**config.mk**
```make
export PLATFORM = sky130hd
export DESIGN_NAME = ipv6_text_formatter_core
export DESIGN_NICKNAME = d
export VERILOG_FILES = /design/src/sv/ipv6f_pkg.sv /design/src/sv/ipv6f_front.sv /design/src/sv/ipv6f_fifo.sv /design/src/sv/ipv6f_emit.sv /design/src/sv/ipv6_text_formatter_core.sv
export VERILOG_INCLUDE_DIRS = /design/src /design/src/sv
export SDC_FILE = /design/constraint.sdc
export NUM_CORES = 1
export LEC_CHECK = 0
export BUFFER_PORTS_ARGS = -buffer_cell sky130_fd_sc_hd__buf_2
export CORE_MARGIN = 3
export CORE_UTILIZATION = 35
export CTS_CLUSTER_SIZE = 12
export DETAILED_ROUTE_END_ITERATION = 8
export HOLD_SLACK_MARGIN = 0.1
export PLACE_DENSITY = 0.51
export SLEW_MARGIN = 20
export SYNTH_ARGS = -nofsm -noshare
export SYNTH_HDL_FRONTEND = slang
export SYNTH_SLANG_ARGS = --single-unit
```
**constraint.sdc**
```tcl
create_clock -name i_clk -period 29.2 [get_ports i_clk]
set_clock_uncertainty 0.15 [all_clocks]
set_input_delay 4.38 -clock i_clk [delete_from_list [all_inputs] [get_ports i_clk]]
set_output_delay 4.38 -clock i_clk [all_outputs]
set_load 0.1 [all_outputs]
```
**src/sv/ipv6_text_formatter_core_macros.svh**
```systemverilog
// Assertion macros shared by the IPv6 text formatter RTL.
// Included by the modules that carry concurrent checks; no other dependencies.
`ifndef IPV6_TEXT_FORMATTER_CORE_MACROS_SVH
`define IPV6_TEXT_FORMATTER_CORE_MACROS_SVH

// Same-cycle implication, disabled while reset is low
`define IPV6F_ASSERT_NOW(label, clk, rst_n, ante, cons, msg) \
    label: assert property (@(posedge clk) disable iff (!(rst_n)) (ante) |-> (cons)) \
        else $error(msg);

// Next-cycle implication, disabled while reset is low
`define IPV6F_ASSERT_NEXT(label, clk, rst_n, ante, cons, msg) \
    label: assert property (@(posedge clk) disable iff (!(rst_n)) (ante) |=> (cons)) \
        else $error(msg);

`endif

```
**src/sv/ipv6f_pkg.sv**
```systemverilog
// Types, constants and helpers for the IPv6 text formatter.
// No dependencies; used by every module of the block by scoped names.
package ipv6f_pkg;

    localparam int NUM_GROUPS = 8;
    localparam logic [7:0] CHAR_COLON = 8'h3A;
    localparam logic [7:0] CHAR_ZERO  = 8'h30;
    // 'a' minus ten, so that nibble values 10..15 map onto 'a'..'f'
    localparam logic [7:0] CHAR_A_OFS = 8'h57;

    typedef struct packed {
        logic [63:0] addr_high;
        logic [63:0] addr_low;
    } t_in_item;

    typedef struct packed {
        logic [7:0] text_char;
        logic       last_char;
    } t_out_item;

    // Classified address, handed from the front to the emitter
    typedef struct packed {
        logic [7:0][15:0] groups;     // group 0 is the most significant
        logic [7:0][1:0]  ndig_m1;    // printed digit count minus one
        logic             comp;       // a run of two or more zero groups exists
        logic [2:0]       run_start;  // first group of the compressed run
        logic [3:0]       run_end;    // one past the last group of the run
    } t_desc;

    function automatic logic [7:0] hex_char(input logic [3:0] nib);
        logic [7:0] ch;
        if (nib < 4'd10) begin
            ch = CHAR_ZERO + {4'd0, nib};
        end else begin
            ch = CHAR_A_OFS + {4'd0, nib};
        end
        return ch;
    endfunction

endpackage

```
**src/sv/ipv6f_front.sv**
```systemverilog
// Front stage of the IPv6 text formatter: splits the address into groups,
// counts digits and finds the zero run to compress. Depends on ipv6f_pkg.
`include "ipv6_text_formatter_core_macros.svh"

module ipv6f_front (
    input  logic              i_clk,
    input  logic              i_rst_n,
    input  logic              i_in_valid,
    output logic              o_in_ready,
    input  ipv6f_pkg::t_in_item i_in,
    output logic              o_push,
    output ipv6f_pkg::t_desc  o_desc,
    input  logic              i_q_ready
);

    ipv6f_pkg::t_desc c_desc;
    ipv6f_pkg::t_desc r_desc;
    logic             r_valid;
    logic             n_valid;
    logic             w_accept;

    logic [3:0] cur_len;
    logic [2:0] zero_start;
    logic [3:0] top_len;
    logic [2:0] top_start;

    // Split into groups and count printed digits per group
    always_comb begin
        for (int i = 0; i < 4; i++) begin
            c_desc.groups[i]     = i_in.addr_high[63 - 16 * i -: 16];
            c_desc.groups[i + 4] = i_in.addr_low[63 - 16 * i -: 16];
        end
        for (int i = 0; i < ipv6f_pkg::NUM_GROUPS; i++) begin
            if (c_desc.groups[i][15:12] != 4'd0) begin
                c_desc.ndig_m1[i] = 2'd3;
            end else if (c_desc.groups[i][11:8] != 4'd0) begin
                c_desc.ndig_m1[i] = 2'd2;
            end else if (c_desc.groups[i][7:4] != 4'd0) begin
                c_desc.ndig_m1[i] = 2'd1;
            end else begin
                c_desc.ndig_m1[i] = 2'd0;
            end
        end
        // Scan for the longest zero run, earliest wins on a tie
        cur_len    = 4'd0;
        zero_start = 3'd0;
        top_len    = 4'd0;
        top_start  = 3'd0;
        for (int i = 0; i < ipv6f_pkg::NUM_GROUPS; i++) begin
            if (c_desc.groups[i] == 16'd0) begin
                if (cur_len == 4'd0) begin
                    zero_start = 3'(i);
                end
                cur_len = cur_len + 4'd1;
                if (cur_len > top_len) begin
                    top_len   = cur_len;
                    top_start = zero_start;
                end
            end else begin
                cur_len = 4'd0;
            end
        end
        c_desc.comp      = (top_len >= 4'd2);
        c_desc.run_start = top_start;
        c_desc.run_end   = {1'b0, top_start} + top_len;
    end

    assign o_in_ready = !r_valid || i_q_ready;
    assign w_accept   = i_in_valid && o_in_ready;

    // Hold the classified item until the queue takes it
    always_comb begin
        n_valid = r_valid;
        if (w_accept) begin
            n_valid = 1'b1;
        end else if (r_valid && i_q_ready) begin
            n_valid = 1'b0;
        end
    end

    always_ff @(posedge i_clk) begin
        if (!i_rst_n) begin
            r_valid <= 1'b0;
        end else begin
            r_valid <= n_valid;
        end
        if (w_accept) begin
            r_desc <= c_desc;
        end
    end

    assign o_push = r_valid;
    assign o_desc = r_desc;

    `IPV6F_ASSERT_NOW(a_run_len, i_clk, i_rst_n, r_valid && r_desc.comp,
        ({1'b0, r_desc.run_start} + 4'd2 <= r_desc.run_end) && (r_desc.run_end <= 4'd8),
        "compressed run shorter than two groups or past the end")
    `IPV6F_ASSERT_NEXT(a_hold, i_clk, i_rst_n, r_valid && !i_q_ready,
        r_valid && $stable(r_desc), "stalled front item changed")

endmodule

```
**src/sv/ipv6f_fifo.sv**
```systemverilog
// Short show-ahead queue between the front and the emitter.
// Depends on ipv6f_pkg for the descriptor type.
`include "ipv6_text_formatter_core_macros.svh"

module ipv6f_fifo #(
    parameter int DEPTH = 2
) (
    input  logic             i_clk,
    input  logic             i_rst_n,
    input  logic             i_push,
    input  ipv6f_pkg::t_desc i_data,
    output logic             o_ready,
    output logic             o_valid,
    output ipv6f_pkg::t_desc o_data,
    input  logic             i_pop
);

    localparam int PW = $clog2(DEPTH);
    localparam int CW = $clog2(DEPTH + 1);

    ipv6f_pkg::t_desc r_mem [DEPTH];
    logic [PW-1:0]    r_wptr;
    logic [PW-1:0]    r_rptr;
    logic [CW-1:0]    r_count;
    logic             w_wr;
    logic             w_rd;

    assign o_ready = (r_count != CW'(DEPTH));
    assign o_valid = (r_count != '0);
    assign w_wr    = i_push && o_ready;
    assign w_rd    = i_pop && o_valid;
    assign o_data  = r_mem[r_rptr];

    // Advance pointers and occupancy
    always_ff @(posedge i_clk) begin
        if (!i_rst_n) begin
            r_wptr  <= '0;
            r_rptr  <= '0;
            r_count <= '0;
        end else begin
            if (w_wr) begin
                r_wptr <= (r_wptr == PW'(DEPTH - 1)) ? '0 : r_wptr + 1'b1;
            end
            if (w_rd) begin
                r_rptr <= (r_rptr == PW'(DEPTH - 1)) ? '0 : r_rptr + 1'b1;
            end
            if (w_wr && !w_rd) begin
                r_count <= r_count + 1'b1;
            end else if (w_rd && !w_wr) begin
                r_count <= r_count - 1'b1;
            end
        end
    end

    // Store entries
    always_ff @(posedge i_clk) begin
        if (w_wr) begin
            r_mem[r_wptr] <= i_data;
        end
    end

    `IPV6F_ASSERT_NOW(a_count_max, i_clk, i_rst_n, 1'b1, r_count <= CW'(DEPTH),
        "queue occupancy exceeds depth")
    `IPV6F_ASSERT_NOW(a_pop_empty, i_clk, i_rst_n, i_pop, o_valid,
        "pop from empty queue")

endmodule

```
**src/sv/ipv6f_emit.sv**
```systemverilog
// Back stage of the IPv6 text formatter: walks one classified address and
// issues one character per ready cycle to an output register. Uses ipv6f_pkg.
`include "ipv6_text_formatter_core_macros.svh"

module ipv6f_emit (
    input  logic                 i_clk,
    input  logic                 i_rst_n,
    input  logic                 i_head_valid,
    input  ipv6f_pkg::t_desc     i_head,
    output logic                 o_pop,
    output logic                 o_out_valid,
    input  logic                 i_out_ready,
    output ipv6f_pkg::t_out_item o_out
);

    logic [2:0]  r_grp;
    logic [2:0]  r_sub;
    logic [2:0]  n_grp;
    logic [2:0]  n_sub;
    logic        r_out_valid;
    ipv6f_pkg::t_out_item r_out;

    logic        w_adv;
    logic        w_last;
    logic [7:0]  w_char;
    logic [15:0] w_group;
    logic [1:0]  w_ndm1;
    logic [1:0]  w_nib_idx;
    logic        w_in_run;
    logic        w_sep;

    assign w_adv     = i_head_valid && (!r_out_valid || i_out_ready);
    assign w_group   = i_head.groups[r_grp];
    assign w_ndm1    = i_head.ndig_m1[r_grp];
    assign w_nib_idx = w_ndm1 - r_sub[1:0];
    assign w_in_run  = i_head.comp && (r_grp == i_head.run_start);
    // A separator follows unless this is the last group or the run comes next
    assign w_sep     = (r_grp != 3'd7) &&
                       !(i_head.comp && ({1'b0, r_grp} + 4'd1 == {1'b0, i_head.run_start}));

    // Pick the character and the next walk position
    always_comb begin
        w_char = ipv6f_pkg::CHAR_COLON;
        w_last = 1'b0;
        n_grp  = r_grp;
        n_sub  = r_sub + 3'd1;
        if (w_in_run) begin
            if (r_sub != 3'd0) begin
                n_grp  = i_head.run_end[2:0];
                n_sub  = 3'd0;
                w_last = (i_head.run_end == 4'd8);
            end
        end else if (r_sub <= {1'b0, w_ndm1}) begin
            w_char = ipv6f_pkg::hex_char(w_group[{w_nib_idx, 2'b00} +: 4]);
            if (r_sub == {1'b0, w_ndm1} && !w_sep) begin
                n_grp  = r_grp + 3'd1;
                n_sub  = 3'd0;
                w_last = (r_grp == 3'd7);
            end
        end else begin
            n_grp = r_grp + 3'd1;
            n_sub = 3'd0;
        end
        if (w_last) begin
            n_grp = 3'd0;
            n_sub = 3'd0;
        end
    end

    assign o_pop = w_adv && w_last;

    // Advance the walk and load the output register
    always_ff @(posedge i_clk) begin
        if (!i_rst_n) begin
            r_grp       <= 3'd0;
            r_sub       <= 3'd0;
            r_out_valid <= 1'b0;
        end else begin
            if (w_adv) begin
                r_grp       <= n_grp;
                r_sub       <= n_sub;
                r_out_valid <= 1'b1;
            end else if (i_out_ready) begin
                r_out_valid <= 1'b0;
            end
        end
        if (w_adv) begin
            r_out.text_char <= w_char;
            r_out.last_char <= w_last;
        end
    end

    assign o_out_valid = r_out_valid;
    assign o_out       = r_out;

    `IPV6F_ASSERT_NEXT(a_restart, i_clk, i_rst_n, w_adv && w_last,
        (r_grp == 3'd0) && (r_sub == 3'd0), "walk did not restart after last character")
    `IPV6F_ASSERT_NOW(a_sub_range, i_clk, i_rst_n, 1'b1, r_sub <= 3'd4,
        "character position within group out of range")

endmodule

```
**src/sv/ipv6_text_formatter_core.sv**
```systemverilog
// IPv6 text formatter top level: RFC 5952 canonical text, one character a cycle
// unless stalled. Depends on ipv6f_pkg, ipv6f_front, ipv6f_fifo and ipv6f_emit.
//
// Usage:
//   Input channel (i_in_valid / o_in_ready / i_in) takes one 128-bit address
//   as two 64-bit halves. Output channel (o_out_valid / i_out_ready / o_out)
//   gives the text one ASCII character per transfer, last_char set on the
//   final character; no terminator is sent.
//   With the front and the queue empty, the first character of an address
//   passes the front register, a queue entry and the output register.
//   Each address has 2 to 39 characters, issued by the emitter one character
//   per cycle while the receiver is ready. The front classifies into a register
//   and up to QUEUE_DEPTH addresses wait between the front and the emitter,
//   so addresses stream with no gap between texts.
//   Reset (i_rst_n low, synchronous) empties the queue and both stages.
//   When the receiver stalls, the current character holds in the output
//   register; the queue fills and then o_in_ready drops.
module ipv6_text_formatter_core #(
    parameter int QUEUE_DEPTH = 2
) (
    input  logic                 i_clk,
    input  logic                 i_rst_n,
    input  logic                 i_in_valid,
    output logic                 o_in_ready,
    input  ipv6f_pkg::t_in_item  i_in,
    output logic                 o_out_valid,
    input  logic                 i_out_ready,
    output ipv6f_pkg::t_out_item o_out
);

    logic             w_push;
    logic             w_q_ready;
    ipv6f_pkg::t_desc w_push_desc;
    logic             w_head_valid;
    ipv6f_pkg::t_desc w_head;
    logic             w_pop;

    // Classify incoming addresses
    ipv6f_front u_front (
        .i_clk      (i_clk),
        .i_rst_n    (i_rst_n),
        .i_in_valid (i_in_valid),
        .o_in_ready (o_in_ready),
        .i_in       (i_in),
        .o_push     (w_push),
        .o_desc     (w_push_desc),
        .i_q_ready  (w_q_ready)
    );

    // Decouple front and emitter
    ipv6f_fifo #(
        .DEPTH (QUEUE_DEPTH)
    ) u_fifo (
        .i_clk   (i_clk),
        .i_rst_n (i_rst_n),
        .i_push  (w_push),
        .i_data  (w_push_desc),
        .o_ready (w_q_ready),
        .o_valid (w_head_valid),
        .o_data  (w_head),
        .i_pop   (w_pop)
    );

    // Emit characters
    ipv6f_emit u_emit (
        .i_clk        (i_clk),
        .i_rst_n      (i_rst_n),
        .i_head_valid (w_head_valid),
        .i_head       (w_head),
        .o_pop        (w_pop),
        .o_out_valid  (o_out_valid),
        .i_out_ready  (i_out_ready),
        .o_out        (o_out)
    );

endmodule
```
After elaboration in Yosys (flattened, before gate mapping)
Memory sizes are Yosys's and may differ from the RTL's. A register that Yosys moved wholly into a read port is not among the register bits.
Index checks and enable logic that the tools add are counted.
{"block": "word_totals", "memories": 1, "input_bits": 132, "ramBits": 304, "word_cells": 248, "output_inout_bits": 11, "register_bits": 173}
{"name": "u_fifo.r_mem", "words": 2, "word_bits": 152, "rd": 1, "rd_clocked_by_memory_dff": 1, "write_ports": 1, "line_no": "ipv6f_fifo.sv:21", "source": "ipv6f_pkg::t_desc r_mem [DEPTH];"}
{"block": "op_classes", "n_reduce_logical": 73, "n_lt_le_gt_ge": 11, "n_eq_ne": 9, "bitwise": 1, "shifts": 1, "muxes": 98, "addsub": 18}
{"cell": "$logic_not 16->1", "n": 8}
{"cell": "$mux 3", "n": 38}
{"cell": "$reduce_bool 4->1", "n": 24}
{"cell": "$mux 4", "n": 20}
{"cell": "$bmux 16 s3", "n": 1}
{"cell": "$mux 1", "n": 33}
{"cell": "$logic_not 4->1", "n": 7}
{"cell": "$add 4x1->4 const B", "n": 6}
{"cell": "$gt 4x4->1", "n": 6}
{"cell": "$reduce_or 2->1", "n": 9}
{"cell": "$mux 16", "n": 1}
{"cell": "$shiftx 16x5->4", "n": 1}
{"cell": "$logic_and 1x1->1", "n": 11}
{"cell": "$add 7x4->8 const A", "n": 1}
{"cell": "$mux 8", "n": 1}
{"cell": "$reduce_bool 2->1", "n": 4}
{"cell": "$add 6x4->7 const A", "n": 1}
{"cell": "$add 3x1->3 const B", "n": 2}
{"cell": "$bmux 2 s3", "n": 1}
{"cell": "$logic_not 1->1", "n": 6}
{"cell": "$mux 2", "n": 3}
{"cell": "$add 3x1->4 const B", "n": 1}
{"cell": "$add 3x4->4", "n": 1}
{"cell": "$eq 4x3->1", "n": 1}
{"cell": "22 further kinds", "n": 24}

Depth between registers and ports, before layout
{"block": "logic_depth", "word_depth": 25, "ltp_mapped": 56, "depth_no_buf": 53}

Hierarchy
Synthesis repeated with hierarchy kept, for this count alone.
{"block": "unflattened", "cells_unflattened": 1250, "hier_area_um2": 20923.8}
{"mod": "ipv6f_fifo", "seq_area_each_um2": 9228.9, "area_per_inst_um2": 11531.1, "cells_each": 497, "n_inst": 1}
{"mod": "ipv6f_front", "seq_area_each_um2": 4584.4, "area_per_inst_um2": 7160.6, "cells_each": 512, "n_inst": 1}
{"mod": "ipv6f_emit", "seq_area_each_um2": 380.4, "area_per_inst_um2": 2232.1, "cells_each": 241, "n_inst": 1}

Least setup slack after synthesis
Ideal clock, no wire load.
{"block": "synth_path", "path_type": "in2reg", "start": "input port i_in[105] (netlist bit)", "end": "register u_front.r_desc (netlist bit u_front.o_desc[3]), data pin", "path_buffers": 4, "setup_time_ps": 190, "cell_stages": 52, "arrival_ps": 15035, "slack_ps": 13825, "t_required_ps": 28860, "cell_sequence": "nor4_1 > nand4_1 > inv_1 > ha_1 > inv_1 > ha_1 > nand2_1 > inv_1 > ha_1 > o21ai_1 > nand2_1 > ha_1 > o311ai_2 > mux2_2 > inv_1 > ha_1 > nand2b_1 > a21oi_1 > [16 not listed] > a211oi_2 > buf_6 > mux2i_1 > ha_1 > nor2b_1 > o21ai_0 > nand2b_1 > a21oi_1 > or4_1 > buf_1 > a221o_1 > o22a_1 > ha_1 > a21o_1 > a21oi_1 > nand2b_1 > o221ai_2 > a2111oi_2"}
{"element": "from (decl)", "line_no": "ipv6_text_formatter_core.sv:25", "source": "input ipv6f_pkg::t_in_item i_in,"}
{"element": "to (signal assigned)", "line_no": "ipv6f_front.sv:88", "source": "r_desc <= c_desc;"}
{"element": "to (decl)", "line_no": "ipv6f_front.sv:17", "source": "ipv6f_pkg::t_desc r_desc;"}

==> results.toml <==
[clock_network]
cts_setup_buffers = 0
clock-root-buffer = "clkbuf_16"
cts_buffers = 51
clkTransAtPathRegs_ns = 0.06
cts_tree = "done"
cts_sinks = 477
cts-hold-fix-buffers = 0
clockBufferDepth = 3
cts_max_level = 2
clk_latency_ns = 0.59
cts_resized = 0

[detailed_routing]
vias = 10900
dr.pass1.iters = 5
drt_iter0_drc = 697
detail-route-antenna-nets = 0
wl_per_cell_um = 22.1
viasPerCell = 5.10
routed_wl_um = 47200
drc = 0

[setup_path]
critPathLaunchType = "input pin"
worstPathMaxFanout = 14
slowest_delay_ns = 0.90
cp.arrival_ns = 17.70
critical_path.slowest_cell = "a211oi_2"
cp-end-kind = "register"
crit_required_ns = 29.43
path_common_cell = "ha_1"
path_class = "in -> reg"

[power]
power_density_nw_per_um2 = 65.6
power_w = 0.00150
p_leak_nw = 7.51
peakVddDrop_uv = 40.4

[timing]
timing.slew.headroom_pct = 26.0
layout_min_cycle_time_ns = 17.46
max_freq_mhz = 57.3
finalSetupTns_ns = 0
rsz0062_at_grt = "no"
finalCritPeriodShare_pct = 59.8
hold_violations = 0
slew_viol_final = 0
timing.final.ws_setup_ns = 11.74
setup_viol_count_final = 0
worst_slew_pin_slew_ns = 1.11

[grt]
grt.met1_usage_pct = 21.6
grtUsageMet2_pct = 26.1
grt-ovfl-total = 0
grt_pass1_vias = 11100
grt_max_degree = 154
antenna_found_initial = 3
grt.total_usage_pct = 15.8
grtUsageMet3_pct = 2.48
grt_pass1_wl_um = 70300
top_usage_layer = "met2"

[synthesis]
ys_seq_area_share_pct = 72.0
syn-cell-area_um2 = 19700
synth_ff_type = "edfxtp_1"
synth_edf_count = 464
synthArstFlopShare_pct = 0
synth_area_per_cell_um2 = 16.7
synth_mux_area_share_pct = 9.34
syn_inst = 1180
synth_cell_types = 75
yosys.area_share.simple_pct = 6.15
synth-compound-area-share_pct = 6.86
syn_nets = 1358
synth_top_family_by_area = "multiplexers"
synthAdderAreaFrac_pct = 3.01
yosys_warnings = 0
synth_xor_xnor_area_share_pct = 0.756
ys_ff_latch = 477

[finish]
final_cell_mix = "edfxtp_1, buf_2, mux2i_1, nand2_1, clkbuf_16"
area.growth.synth_to_final_pct = 16.3
seq_area_um2 = 14200
fin_util_pct = 41.3
n_fill_cell = 5046
multi_input_area_um2 = 5190
stdcell_area_um2 = 22900
nNetsFinal = 1527
mostFrequentLayoutCell = "edfxtp_1"
drive_above_1_share_pct = 21.6

[placed_design]
portBuffers = 141
place_area_um2 = 21300
gp_congestion = 0.853
place_ws_ns = 11.20
hpwl_um = 32600

[hold_path]
worstHoldPathType = "reg -> reg"

[floorplanning]
die_w_um = 243
initial_core_util_pct = 35.6
dieArea_um2 = 59200
ios = 143
placementRows = 86
core_area_um2 = 55400
die_h_um = 243

[status]
status = "finished, final reports clean"

[run]
max_cap_violations = 0
-- through the flow --
stage               instances  hold WS [ns]
floorplan                1180         0.271
global placement         2044         0.272
detailed placement       2044         0.280
CTS                      2134         0.290
global route             2136         0.297
finish                   2136         0.291
-- worst paths after layout --
kind	from	end	slack, ns	depth (start not counted)
worst min-delay path	u_front.o_desc[57]	u_fifo.r_mem[1][57]	0.29	0
worst max-delay path	i_in[97]	u_front.o_desc[3]	11.74	50
worst max register to register	u_emit.r_grp[2]	u_emit.o_out[2]	24.39	14
worst min register to register	u_front.o_desc[57]	u_fifo.r_mem[1][57]	0.29	0
-- synthesized netlist by cell type, types with 8 or more instances --
master / count / share of area, %
a21oi_1: 37 / 0.94
and2_1: 12 / 0.38
buf_1: 13 / 0.25
clkbuf_1: 23 / 0.44
dfxtp_1: 13 / 1.3
edfxtp_1: 464 / 71
ha_1: 45 / 2.9
inv_1: 45 / 0.86
mux2_2: 8 / 0.46
mux2i_1: 87 / 4.4
mux4_2: 39 / 4.5
nand2_1: 72 / 1.4
nand2b_1: 9 / 0.29
nand3_1: 12 / 0.30
nand4_1: 11 / 0.35
nor2_1: 30 / 0.57
nor2b_1: 9 / 0.29
nor4_1: 33 / 1.0
o21a_1: 8 / 0.30
o21ai_0: 32 / 0.81
o221ai_1: 33 / 1.5
o22ai_1: 17 / 0.54
xnor2_1: 11 / 0.49
-- area by class of cell --
cell class / instances / share of cell area, %
Antenna cell: 2 / 0.0218
Clock buffer: 70 / 5.97
Clock inverter: 20 / 0.836
Inverter: 46 / 0.754
Multi-Input combinational cell: 614 / 22.6
Sequential cell: 477 / 62.0
Tap cell: 748 / 4.08
Timing Repair Buffer: 159 / 3.72
-- layer usage --
metal  part of all wire, %  vias to the layer above
met5                     0                        -
met4                   2.4                        0
met3                   3.6                       67
met2                    48                      220
met1                    46                     5521
li1                      -                     5077
-- flip-flops by register name, summed over array words and instances, names as in the netlist, named ones only --
name	flops
u_front.o_desc	152
u_emit.o_out_valid	1
u_front.o_push	1
u_fifo.r_rptr	1
u_emit.r_sub	3
u_fifo.r_mem	304
u_emit.r_grp	3
u_fifo.r_wptr	1
u_fifo.r_count	2
u_emit.o_out	8
-- worst max-delay path: cells and delay by family --
kind / cells / cell delay, ns
AOI/OAI and AO/OA: 19 / 5.72
and+or+nand+nor: 11 / 2.97
adders and majority gates: 9 / 2.51
muxes: 3 / 1.06
buffers and inverters: 8 / 1.05
-- power by group --
part	total [W]	internal (W)	leakage (nW)	switching, W
logic	0.0000955	0.0000283	2.36	0.0000672
registers	0.000800	0.000790	4.39	0.0000104
clock network	0.000607	0.000354	0.760	0.000254
total	0.00150	0.00117	7.51	0.000332
-- cell families (layout without fill, tap and decap cells) --
| family | count (synthesis) | after routing |
|---|---|---|
| muxes | 134 | 134 |
| and+or+nand+nor | 222 | 222 |
| AOI/OAI and AO/OA | 192 | 192 |
| adders and majority gates | 47 | 47 |
| DFF | 477 | 477 |
| other | 2 | 4 |
| xor gates and xnor gates | 17 | 17 |
| buffers and inverters | 89 | 295 |
No activity file was read; power rests on OpenSTA's default activity.
